## src/rtl/matrix_find_nonzero_core_macros.svh

```systemverilog
// Assertion macros for the nonzero finder RTL.
// Define NO_ASSERTIONS to compile them out; no other dependencies.
`ifndef MATRIX_FIND_NONZERO_CORE_MACROS_SVH
`define MATRIX_FIND_NONZERO_CORE_MACROS_SVH

`ifndef NO_ASSERTIONS
`define MFN_ASSERT(lbl, prop) \
  lbl: assert property (@(posedge clk_i) disable iff (!rst_ni) prop) \
    else $error("mfn assertion failed");
`define MFN_ASSERT_ALWAYS(lbl, prop) \
  lbl: assert property (@(posedge clk_i) prop) \
    else $error("mfn assertion failed");
`else
`define MFN_ASSERT(lbl, prop)
`define MFN_ASSERT_ALWAYS(lbl, prop)
`endif

`endif

```

## src/rtl/mfn_pkg.sv

```systemverilog
// Types, constants and helper functions of the nonzero finder.
// No dependencies; used by every module of the block.
package mfn_pkg;

  localparam int MaxRows = 64;
  localparam int MaxCols = 64;
  localparam int PosW    = 13;
  localparam int DimW    = 7;
  localparam int IdxW    = 6;
  localparam int ColAw   = $clog2(MaxCols);
  localparam int RowAw   = $clog2(MaxRows);

  localparam logic [1:0] ModeAll = 2'd0;
  localparam logic [1:0] ModeRow = 2'd1;
  localparam logic [1:0] ModeCol = 2'd2;
  localparam logic [1:0] ModeMap = 2'd3;

  localparam logic [1:0] RegFindMode = 2'd0;
  localparam logic [1:0] RegDirLast  = 2'd1;
  localparam logic [1:0] RegNumRows  = 2'd2;
  localparam logic [1:0] RegNumCols  = 2'd3;

  typedef struct packed {
    logic [1:0]      mode;
    logic            dir_last;
    logic [DimW-1:0] rows;
    logic [DimW-1:0] cols;
  } cfg_t;

  typedef struct packed {
    logic             nz;
    logic [ColAw-1:0] col;
    logic             first_row;
    logic             row_end;
    logic             last_row;
    logic             final_elem;
    logic [PosW-1:0]  pos;
  } item_t;

  typedef struct packed {
    logic [PosW-1:0] position;
    logic            is_entry;
    logic [DimW-1:0] out_rows;
    logic [PosW-1:0] out_cols;
    logic            last;
  } res_t;

  function automatic logic [PosW-1:0] pick(input logic dir_last, input logic [PosW-1:0] best,
                                           input logic nz, input logic [PosW-1:0] pos);
    logic [PosW-1:0] r;
    r = best;
    if (nz && (dir_last || (best == '0))) r = pos;
    return r;
  endfunction

  function automatic logic [DimW-1:0] clamp_dim(input logic [DimW-1:0] v, input int maxv);
    logic [DimW-1:0] r;
    r = v;
    if (v == '0) r = DimW'(1);
    else if (v > DimW'(maxv)) r = DimW'(maxv);
    return r;
  endfunction

endpackage

```

## src/rtl/mfn_cfg.sv

```systemverilog
// APB register file: mode, direction and matrix dimensions.
// Depends on mfn_pkg; issues a restart pulse on every register write.
module mfn_cfg (
  input  logic               clk_i,
  input  logic               rst_ni,
  input  logic               psel,
  input  logic               penable,
  input  logic               pwrite,
  input  logic [3:0]         paddr,
  input  logic [31:0]        pwdata,
  output logic [31:0]        prdata,
  output logic               pready,
  output mfn_pkg::cfg_t      cfg_o,
  output logic               restart_o
);

  logic [1:0]               find_mode_q;
  logic                     dir_last_q;
  logic [mfn_pkg::DimW-1:0] num_rows_q;
  logic [mfn_pkg::DimW-1:0] num_cols_q;
  logic                     wr_en;

  assign pready    = 1'b1;
  assign wr_en     = psel & penable & pwrite;
  assign restart_o = wr_en;

  always_ff @(posedge clk_i or negedge rst_ni) begin
    if (!rst_ni) begin
      find_mode_q <= mfn_pkg::ModeAll;
      dir_last_q  <= 1'b0;
      num_rows_q  <= mfn_pkg::DimW'(1);
      num_cols_q  <= mfn_pkg::DimW'(1);
    end else if (wr_en) begin
      case (paddr[3:2])
        mfn_pkg::RegFindMode: find_mode_q <= pwdata[1:0];
        mfn_pkg::RegDirLast:  dir_last_q  <= pwdata[0];
        mfn_pkg::RegNumRows:  num_rows_q  <= pwdata[mfn_pkg::DimW-1:0];
        mfn_pkg::RegNumCols:  num_cols_q  <= pwdata[mfn_pkg::DimW-1:0];
        default: ;
      endcase
    end
  end

  always_comb begin
    case (paddr[3:2])
      mfn_pkg::RegFindMode: prdata = {30'd0, find_mode_q};
      mfn_pkg::RegDirLast:  prdata = {31'd0, dir_last_q};
      mfn_pkg::RegNumRows:  prdata = {25'd0, num_rows_q};
      mfn_pkg::RegNumCols:  prdata = {25'd0, num_cols_q};
      default:              prdata = '0;
    endcase
  end

  assign cfg_o.mode     = find_mode_q;
  assign cfg_o.dir_last = dir_last_q;
  assign cfg_o.rows     = mfn_pkg::clamp_dim(num_rows_q, mfn_pkg::MaxRows);
  assign cfg_o.cols     = mfn_pkg::clamp_dim(num_cols_q, mfn_pkg::MaxCols);

endmodule

```

## src/rtl/mfn_index_gen.sv

```systemverilog
// Input register and row/column/linear position counters.
// Depends on mfn_pkg; feeds one decoded element request to the result stage.
module mfn_index_gen (
  input  logic                      clk_i,
  input  logic                      rst_ni,
  input  mfn_pkg::cfg_t             cfg_i,
  input  logic                      restart_i,
  input  logic                      in_valid_i,
  output logic                      in_ready_o,
  input  logic [31:0]               elem_value_i,
  input  logic                      a_move_i,
  output logic                      a_valid_o,
  output mfn_pkg::item_t            item_o,
  output logic                      rd_en_o,
  output logic [mfn_pkg::ColAw-1:0] rd_addr_o
);

  logic [mfn_pkg::IdxW-1:0] row_q, row_d;
  logic [mfn_pkg::IdxW-1:0] col_q, col_d;
  logic [mfn_pkg::PosW-1:0] lin_q, lin_d;
  logic                     a_valid_q;
  mfn_pkg::item_t           item_q;
  logic                     accept;
  logic                     row_end;
  logic                     last_row;
  logic                     final_elem;

  assign in_ready_o = !a_valid_q || a_move_i;
  assign accept     = in_valid_i && in_ready_o;
  assign row_end    = ({1'b0, col_q} + mfn_pkg::DimW'(1)) >= cfg_i.cols;
  assign last_row   = ({1'b0, row_q} + mfn_pkg::DimW'(1)) >= cfg_i.rows;
  assign final_elem = row_end && last_row;
  assign rd_en_o    = accept;
  assign rd_addr_o  = col_q[mfn_pkg::ColAw-1:0];

  always_comb begin
    row_d = row_q;
    col_d = col_q;
    lin_d = lin_q;
    if (restart_i) begin
      row_d = '0;
      col_d = '0;
      lin_d = '0;
    end else if (accept) begin
      if (final_elem) begin
        row_d = '0;
        col_d = '0;
        lin_d = '0;
      end else if (row_end) begin
        col_d = '0;
        row_d = row_q + mfn_pkg::IdxW'(1);
        lin_d = lin_q + mfn_pkg::PosW'(1);
      end else begin
        col_d = col_q + mfn_pkg::IdxW'(1);
        lin_d = lin_q + mfn_pkg::PosW'(1);
      end
    end
  end

  always_ff @(posedge clk_i or negedge rst_ni) begin
    if (!rst_ni) begin
      row_q     <= '0;
      col_q     <= '0;
      lin_q     <= '0;
      a_valid_q <= 1'b0;
    end else begin
      row_q <= row_d;
      col_q <= col_d;
      lin_q <= lin_d;
      if (accept) a_valid_q <= 1'b1;
      else if (a_move_i) a_valid_q <= 1'b0;
    end
  end

  always_ff @(posedge clk_i) begin
    if (accept) begin
      item_q.nz         <= elem_value_i[30:0] != '0;
      item_q.col        <= col_q[mfn_pkg::ColAw-1:0];
      item_q.first_row  <= row_q == '0;
      item_q.row_end    <= row_end;
      item_q.last_row   <= last_row;
      item_q.final_elem <= final_elem;
      item_q.pos        <= lin_q + mfn_pkg::PosW'(1);
    end
  end

  assign a_valid_o = a_valid_q;
  assign item_o    = item_q;

endmodule

```

## src/rtl/mfn_col_store.sv

```systemverilog
// Per-column best-position memory with registered read and write forwarding.
// Depends on mfn_pkg for widths.
module mfn_col_store (
  input  logic                      clk_i,
  input  logic                      rd_en_i,
  input  logic [mfn_pkg::ColAw-1:0] rd_addr_i,
  output logic [mfn_pkg::PosW-1:0]  rd_data_o,
  input  logic                      wr_en_i,
  input  logic [mfn_pkg::ColAw-1:0] wr_addr_i,
  input  logic [mfn_pkg::PosW-1:0]  wr_data_i
);

  logic [mfn_pkg::PosW-1:0] mem [mfn_pkg::MaxCols];
  logic [mfn_pkg::PosW-1:0] rd_q;

  always_ff @(posedge clk_i) begin
    if (wr_en_i) mem[wr_addr_i] <= wr_data_i;
    if (rd_en_i) begin
      if (wr_en_i && (wr_addr_i == rd_addr_i)) rd_q <= wr_data_i;
      else rd_q <= mem[rd_addr_i];
    end
  end

  assign rd_data_o = rd_q;

endmodule

```

## src/rtl/mfn_result.sv

```systemverilog
// Result stage: running count, row best, column update and output register.
// Depends on mfn_pkg and the assertion macros header.
`include "matrix_find_nonzero_core_macros.svh"
module mfn_result (
  input  logic                      clk_i,
  input  logic                      rst_ni,
  input  mfn_pkg::cfg_t             cfg_i,
  input  logic                      restart_i,
  input  logic                      a_valid_i,
  input  mfn_pkg::item_t            item_i,
  output logic                      a_move_o,
  input  logic [mfn_pkg::PosW-1:0]  cb_rd_i,
  output logic                      wr_en_o,
  output logic [mfn_pkg::ColAw-1:0] wr_addr_o,
  output logic [mfn_pkg::PosW-1:0]  wr_data_o,
  output logic                      m_valid_o,
  input  logic                      m_ready_i,
  output mfn_pkg::res_t             res_o
);

  logic [mfn_pkg::PosW-1:0] found_q, found_d;
  logic [mfn_pkg::PosW-1:0] best_q, best_d;
  logic [mfn_pkg::PosW-1:0] cb_base, cb_new, rb_new, fc_new, nz_pos;
  logic                     m_valid_q;
  mfn_pkg::res_t            res_q, res_d;
  logic                     emit;
  logic                     b_free;

  assign b_free   = !m_valid_q || m_ready_i;
  assign a_move_o = a_valid_i && b_free;

  assign cb_base = item_i.first_row ? '0 : cb_rd_i;
  assign cb_new  = mfn_pkg::pick(cfg_i.dir_last, cb_base, item_i.nz, item_i.pos);
  assign rb_new  = mfn_pkg::pick(cfg_i.dir_last, best_q, item_i.nz, item_i.pos);
  assign fc_new  = found_q + mfn_pkg::PosW'(item_i.nz);
  assign nz_pos  = item_i.nz ? item_i.pos : '0;

  assign wr_en_o   = a_move_o;
  assign wr_addr_o = item_i.col;
  assign wr_data_o = cb_new;

  always_comb begin
    emit           = 1'b1;
    res_d.position = nz_pos;
    res_d.is_entry = 1'b1;
    res_d.out_rows = '0;
    res_d.out_cols = '0;
    res_d.last     = item_i.final_elem;
    case (cfg_i.mode)
      mfn_pkg::ModeAll: begin
        emit           = item_i.nz || item_i.final_elem;
        res_d.is_entry = item_i.nz;
        if (item_i.final_elem) begin
          res_d.out_rows = mfn_pkg::DimW'(1);
          res_d.out_cols = fc_new;
        end
      end
      mfn_pkg::ModeRow: begin
        emit           = item_i.row_end;
        res_d.position = rb_new;
        if (item_i.final_elem) begin
          res_d.out_rows = cfg_i.rows;
          res_d.out_cols = mfn_pkg::PosW'(1);
        end
      end
      mfn_pkg::ModeCol: begin
        emit           = item_i.last_row;
        res_d.position = cb_new;
        if (item_i.final_elem) begin
          res_d.out_rows = mfn_pkg::DimW'(1);
          res_d.out_cols = mfn_pkg::PosW'(cfg_i.cols);
        end
      end
      default: begin
        if (item_i.final_elem) begin
          res_d.out_rows = cfg_i.rows;
          res_d.out_cols = mfn_pkg::PosW'(cfg_i.cols);
        end
      end
    endcase
  end

  always_comb begin
    found_d = found_q;
    best_d  = best_q;
    if (restart_i) begin
      found_d = '0;
      best_d  = '0;
    end else if (a_move_o) begin
      found_d = item_i.final_elem ? '0 : fc_new;
      best_d  = item_i.row_end ? '0 : rb_new;
    end
  end

  always_ff @(posedge clk_i or negedge rst_ni) begin
    if (!rst_ni) begin
      found_q   <= '0;
      best_q    <= '0;
      m_valid_q <= 1'b0;
    end else begin
      found_q <= found_d;
      best_q  <= best_d;
      if (a_move_o && emit) m_valid_q <= 1'b1;
      else if (m_ready_i) m_valid_q <= 1'b0;
    end
  end

  always_ff @(posedge clk_i) begin
    if (a_move_o && emit) res_q <= res_d;
  end

  assign m_valid_o = m_valid_q;
  assign res_o     = res_q;

  `MFN_ASSERT(a_move_needs_item, a_move_o |-> a_valid_i)
  `MFN_ASSERT(stalled_result_kept, (m_valid_q && !m_ready_i) |=> m_valid_q)
  `MFN_ASSERT(all_mode_final_out,
    (a_move_o && item_i.final_elem && (cfg_i.mode == mfn_pkg::ModeAll))
      |=> (m_valid_q && res_q.last))

endmodule

```

## src/rtl/matrix_find_nonzero_core.sv

```systemverilog
// Nonzero finder over a row-major matrix stream of IEEE-754 single elements.
// Two register stages: an accepted element is registered as an item, then its result in the output register.
// Throughput: one element per cycle while the output accepts results; the column store is read one request ahead.
// Reset: configuration returns to mode all, first, 1x1; counters clear.
// The column store is not cleared; each entry is written on the first row.
module matrix_find_nonzero_core (
  input  logic        clk_i,
  input  logic        rst_ni,
  input  logic        s_axis_tvalid,
  output logic        s_axis_tready,
  input  logic [31:0] s_axis_tdata,   // [31:0] elem_value
  output logic        m_axis_tvalid,
  input  logic        m_axis_tready,
  output logic [39:0] m_axis_tdata,   // [12:0] position, [19:13] out_rows, [32:20] out_cols
  output logic        m_axis_tuser,   // [0] is_entry
  output logic        m_axis_tlast,
  input  logic        psel,
  input  logic        penable,
  input  logic        pwrite,
  input  logic [3:0]  paddr,
  input  logic [31:0] pwdata,
  output logic [31:0] prdata,
  output logic        pready
);

  mfn_pkg::cfg_t               cfg;
  logic                        restart;
  logic                        a_valid;
  logic                        a_move;
  mfn_pkg::item_t              item;
  logic                        rd_en;
  logic [mfn_pkg::ColAw-1:0]   rd_addr;
  logic [mfn_pkg::PosW-1:0]    rd_data;
  logic                        wr_en;
  logic [mfn_pkg::ColAw-1:0]   wr_addr;
  logic [mfn_pkg::PosW-1:0]    wr_data;
  mfn_pkg::res_t               res;

  mfn_cfg u_cfg (
    .clk_i     (clk_i),
    .rst_ni    (rst_ni),
    .psel      (psel),
    .penable   (penable),
    .pwrite    (pwrite),
    .paddr     (paddr),
    .pwdata    (pwdata),
    .prdata    (prdata),
    .pready    (pready),
    .cfg_o     (cfg),
    .restart_o (restart)
  );

  mfn_index_gen u_index_gen (
    .clk_i        (clk_i),
    .rst_ni       (rst_ni),
    .cfg_i        (cfg),
    .restart_i    (restart),
    .in_valid_i   (s_axis_tvalid),
    .in_ready_o   (s_axis_tready),
    .elem_value_i (s_axis_tdata),
    .a_move_i     (a_move),
    .a_valid_o    (a_valid),
    .item_o       (item),
    .rd_en_o      (rd_en),
    .rd_addr_o    (rd_addr)
  );

  mfn_col_store u_col_store (
    .clk_i     (clk_i),
    .rd_en_i   (rd_en),
    .rd_addr_i (rd_addr),
    .rd_data_o (rd_data),
    .wr_en_i   (wr_en),
    .wr_addr_i (wr_addr),
    .wr_data_i (wr_data)
  );

  mfn_result u_result (
    .clk_i     (clk_i),
    .rst_ni    (rst_ni),
    .cfg_i     (cfg),
    .restart_i (restart),
    .a_valid_i (a_valid),
    .item_i    (item),
    .a_move_o  (a_move),
    .cb_rd_i   (rd_data),
    .wr_en_o   (wr_en),
    .wr_addr_o (wr_addr),
    .wr_data_o (wr_data),
    .m_valid_o (m_axis_tvalid),
    .m_ready_i (m_axis_tready),
    .res_o     (res)
  );

  assign m_axis_tdata = {7'd0, res.out_cols, res.out_rows, res.position};
  assign m_axis_tuser = res.is_entry;
  assign m_axis_tlast = res.last;

endmodule
```

## config.mk

```make
export PLATFORM = sky130hd
export DESIGN_NAME = matrix_find_nonzero_core
export DESIGN_NICKNAME = d
export VERILOG_FILES = /design/src/rtl/mfn_pkg.sv /design/src/rtl/mfn_cfg.sv /design/src/rtl/mfn_index_gen.sv /design/src/rtl/mfn_col_store.sv /design/src/rtl/mfn_result.sv /design/src/rtl/matrix_find_nonzero_core.sv
export VERILOG_INCLUDE_DIRS = /design/src /design/src/rtl
export SDC_FILE = /design/constraint.sdc
export NUM_CORES = 1
export LEC_CHECK = 0
export ABC_AREA = 1
export BUFFER_PORTS_ARGS = -buffer_cell sky130_fd_sc_hd__buf_2
export CORE_MARGIN = 4
export CORE_UTILIZATION = 45
export DETAILED_ROUTE_END_ITERATION = 16
export PLACE_DENSITY = 0.61
export RECOVER_POWER = 50
export SYNTH_ARGS = -nofsm -noshare
export SYNTH_HDL_FRONTEND = slang
export SYNTH_SLANG_ARGS = --single-unit
```

## constraint.sdc

```tcl
create_clock -name clk_i -period 2.8 [get_ports clk_i]
set_clock_uncertainty 0.05 [all_clocks]
set_input_delay 0.56 -clock clk_i [delete_from_list [all_inputs] [get_ports clk_i]]
set_output_delay 0.56 -clock clk_i [all_outputs]
set_load 0.02 [all_outputs]
```

* Word-level counts from Yosys, hierarchy flattened
Memory sizes are Yosys's and may differ from the RTL's. A register that Yosys moved wholly into a read port is not among the register bits. Cells that the tools add are included.
Storage, ports and cells: bits in writable memories 832, input bits 75, logic and storage cells 111, output and inout bits 77, bits in registers 129, memories kept 1
Memories:
- u_col_store.mem | depth 64, width 13, rd ports 1, clocked after Yosys merged registers in 1, write ports 1, RTL line mfn_col_store.sv:13 | logic [mfn_pkg::PosW-1:0] mem [mfn_pkg::MaxCols];
Cells by class: reduce and logical (&&, ||, !) cells 31, magnitude comparators 4, bitwise logic cells 2, equal/unequal tests 5, add/subtract/negate cells 6, muxes and demuxes 39
Operators with widths (number):
- $mux W13 | 13
- $pmux W32 S4 | 1
- $pmux W20 S3 | 1
- $mux W6 | 8
- $mux W20 | 2
- $reduce_bool A31 Y1 | 1
- $mux W14 | 2
- $mux W7 | 4
- $logic_not A13 Y1 | 2
- $pmux W13 S2 | 1
- $add A6 B1 Y7 const B | 2
- $ge A7 B7 Y1 | 2
- $gt A7 B7 Y1 const B | 2
- $logic_not A7 Y1 | 2
- $add A13 B1 Y13 | 1
- $add A13 B1 Y13 const B | 1
- $add A6 B1 Y6 const B | 2
- $reduce_and A2 Y1 | 5
- $reduce_bool A2 Y1 | 4
- $eq A2 B2 Y1 const B | 3
- $logic_and A1 B1 Y1 | 6
- $logic_not A6 Y1 | 1
- $mux W1 | 6
- $logic_or A1 B1 Y1 | 5
- other kinds (6) | 10

* Longest topological paths before layout
depth after elaboration 8, gate-level depth with buffers 18

* Hierarchy
Synthesis repeated with hierarchy kept, for this count alone.
Unflattened totals: cell total of the unflattened synthesis 3813, area total of the unflattened synthesis 41837.6 sq um
Modules (own cells, without submodules):
- mfn_col_store | cells each 2880, area each 34207.8 sq um, instances 1
- mfn_result | cells each 450, area each 3595.9 sq um, instances 1
- mfn_index_gen | cells each 324, area each 2839.0 sq um, instances 1
- mfn_cfg | cells each 151, area each 1138.6 sq um, instances 1
- matrix_find_nonzero_core | cells each 8, area each 56.3 sq um, instances 1

* Least setup slack after synthesis
Ideal clock, no wire load.
path type reg2reg, from register u_cfg.find_mode_q[0], to register u_result.res_q (netlist bit u_result.res_o[0]), enable pin, setup time 0.427 ns, data arrival time 2.517 ns, cell stages (with the launch flop) 8, data required time 2.323 ns, slack -0.194 ns, buffers on the path 1, path through dfrtp_1 > inv_1 > ha_1 > clkbuf_1 > nand2_1 > nand3_1 > a221oi_1 > nor2_1
On the way: cells in the longest elaborated chain, start to end 3
RTL lines:
- start, declared | RTL line mfn_cfg.sv:17 | logic [1:0] find_mode_q;
- start signal, assigned | RTL line mfn_cfg.sv:29 | find_mode_q <= mfn_pkg::ModeAll;
- start signal, assigned | RTL line mfn_cfg.sv:35 | mfn_pkg::RegFindMode: find_mode_q <= pwdata[1:0];
- $eq A2 B2 Y1 (tied with other cells) | RTL line mfn_result.sv:49 | case (cfg_i.mode)
- $pmux W1 S3 (*) | RTL line mfn_result.sv:49
- $logic_and A1 B1 Y1 (*) | RTL line mfn_result.sv:109 | if (a_move_o && emit) res_q <= res_d;
- end signal, assigned | RTL line mfn_result.sv:109
- end, declared | RTL line mfn_result.sv:25 | mfn_pkg::res_t res_q, res_d;
Mark *: on every way between the ends. The rest lies on a longest branch, timed or not. A chain may end at the register's enable or synchronous reset.

==> results.toml <==
[power_and_ir_drop]
total_power_mw = 50.7
leakage_nw = 18.0
ir_worst_vdd_v = 0.000679
power.density_mw_per_mm2 = 1070

[worst_setup_path]
crit_type = "reg2reg"
critPathLaunchType = "flop"
crit_arrival_ns = 3.20
cp.required_ns = 3.30
cp-end-kind = "flop"
crit_fanout = 45

[timing]
slew_headroom_pct = 3.94
timing.fmax_mhz = 371
post-route-period-util_pct = 96.2
setup_violations = 0
grt_setup_unrepaired = "false"
worstMarginPinSlew_ns = 1.44
finalSetupTns_ns = 0
layout_min_cycle_time_ns = 2.69
finalHoldViolCount = 0
slew_viol_final = 0

[clock_tree]
clockRootBuffer = "clkbuf_16"
htree_levels = 3
clock_sinks = 974
cts_buffers = 102
clk_latency_ns = 0.69
cts_tree = "yes"
clock_path_buffers = 3
path_clk_slew_ns = 0.07

[drt]
dr.first_iter.drc_count = 2868
ant_nets = 0
routed_wl_um = 108000
drc_errors = 0
wl_per_cell_um = 20.9
vias = 27769
via_per_inst = 5.41
firstDrtPassIters = 6

[placed_design]
portBuffers = 90
post_dp_cell_area_mm2 = 0.0440
globalplace.congestion = 0.940
dp_hpwl_um = 65300

[global_route]
grt_first_pass_wirelength_um = 162000
grt_max_degree = 88
antenna_found_initial = 0
grt_overflow = 0
grt_usage_pct = 21.8
grt_pass1_vias = 26137

[final_layout]
fillCellCount = 7833
final_cell_mix = "1,278 x nand2_1, 904 x edfxtp_1, 555 x nand3_1"
layout_commonest_cell = "nand2_1"
stdcell_area_mm2 = 0.0472
drive_above_1_share_pct = 9.80
final_util_pct = 52.1
fin_nets = 3968
syn_to_final_growth_pct = 14.4
insertedDiodeCount = 0

[flow_run]
maxCapViolations = 0

[synthesis]
syn_avg_cell_area_um2 = 11.2
yosys.area.top_type = "edfxtp_1"
synth_seq_cells = 974
synthCells = 3684
synthArstFlopShare_pct = 7.19
synth-edff-count = 904
syn_area_mm2 = 0.0413
synthFlopType = "edfxtp_1"
yosysUniqueCellTypes = 40
yosysTopAreaCellShare_pct = 65.8
yosysSeqAreaShare_pct = 70.0
synth.area.top_cells = "edfxtp_1 66%, nand2_1 12%, nand3_1 6.7%"
synth.yosys.warnings = 0

[floorplan]
io_pins = 152
core-area_mm2 = 0.0906
floorplan.initialDensity_pct = 45.6
fp-row-count = 110
dieArea_mm2 = 0.0966
die_x_um = 311
die_h_um = 311

[min_path]
hp-class = "in2reg"

[outcome]
status = "complete, no violations"
registers in the layout, indices dropped and copies added (netlist names):
signal / cells
u_cfg.num_rows_q: 7
u_result.res_o: 35
u_cfg.num_cols_q: 7
u_index_gen.a_valid_o: 1
u_index_gen.lin_q: 13
u_result.found_q: 13
u_result.m_valid_o: 1
u_col_store.mem: 832
u_result.best_q: 13
u_index_gen.row_q: 6
u_cfg.find_mode_q: 2
u_cfg.dir_last_q: 1
u_col_store.rd_data_o: 13
u_index_gen.rd_addr_o: 6
u_index_gen.item_o: 24
worst paths after layout:
kind | cells past startpoint | end | slack (ns) | start
min in group asynchronous | 2 | u_cfg.find_mode_q[0] | 0.65 | rst_ni
min | 3 | u_cfg.num_rows_q[2] | 0.07 | pwdata[2]
max in group asynchronous | 3 | u_result.best_q[1] | 0.74 | rst_ni
max reg2reg | 9 | u_col_store.rd_data_o[7] | 0.11 | u_index_gen.rd_addr_o[0]
max | 9 | u_col_store.rd_data_o[7] | 0.11 | u_index_gen.rd_addr_o[0]
min reg2reg | 2 | u_cfg.num_rows_q[0] | 0.47 | u_cfg.num_rows_q[0]
where the power goes:
group / internal (mW) / switching (mW)
clock: 8.01 / 5.77
sequential: 19.1 / 0.416
combinational: 4.74 / 12.6
total: 31.9 / 18.8
layer usage:
metal	GRT usage (%)	routed length, µm	up-vias
met5	0	0	-
met4	5.98	2550	0
met3	3.59	8410	174
met2	33.8	48800	1002
met1	32.0	47800	13475
li1	-	-	13118
synthesized netlist by cell type, types with 26 or more instances:
master / count
xor2_1: 26
dfrtp_1: 68
nand2_1: 1278
nor2_1: 112
a21oi_1: 104
o21ai_0: 42
buf_4: 59
o22ai_1: 26
clkbuf_1: 64
a21boi_0: 48
nand3_1: 555
inv_1: 123
edfxtp_1: 904
buf_2: 87
o211ai_1: 48
cell families (layout without fill, tap and decap cells):
| group | after synthesis | count (layout) | synth area share (%) |
|---|---|---|---|
| XOR/XNOR | 27 | 27 | 0.573 |
| other | 2 | 33 | 0.0182 |
| flip-flops | 974 | 974 | 70.0 |
| adder cells (fa/ha/maj) | 24 | 24 | 0.728 |
| AND/OR/NAND/NOR | 2003 | 2003 | 20.3 |
| AO/OA/AOI/OAI | 291 | 291 | 4.24 |
| buffers and inverters | 363 | 607 | 4.14 |
per-stage QoR:
stage               setup WS, ns  hold WS (ns)  std cells
floorplan                  0.167         0.214       3715
finish                     0.105        0.0699       5135
detailed placement         0.183         0.456       4936
global route             0.00178        0.0608       5135
global placement           0.246         0.443       4936
CTS                        0.168        0.0263       5131
critical path, stage by stage (launching register included):
cell      delay [ns]
dfrtp_4         0.51
buf_12          0.16
inv_8           0.31
buf_12          0.24
a21boi_0        0.12
o211ai_1        0.29
nand3_1         0.29
nand3_1         0.28
nand3_1         0.16
nand2_1         0.08
timing repair:
item / 4_1_cts / 5_1_grt
endpoints found under the hold margin: 40 / 0
setup buffers: 0 / 4
hold buffers: 1 / 0
setup endpoints to repair: 0 / 19
resized for setup: 0 / 4
cell type report:
class                      instances  area, µm²  share of cell area (%)
timing repair buffer             278       2060                    4.37
multi-input combinational       2378      10800                    22.9
inverter                         135        519                    1.10
clock buffer                     129       2700                    5.73
clock inverter                    65        741                    1.57
sequential                       974      28900                    61.2
tap                             1176       1470                    3.12
Note: power is estimated with default switching activity, not from simulation.
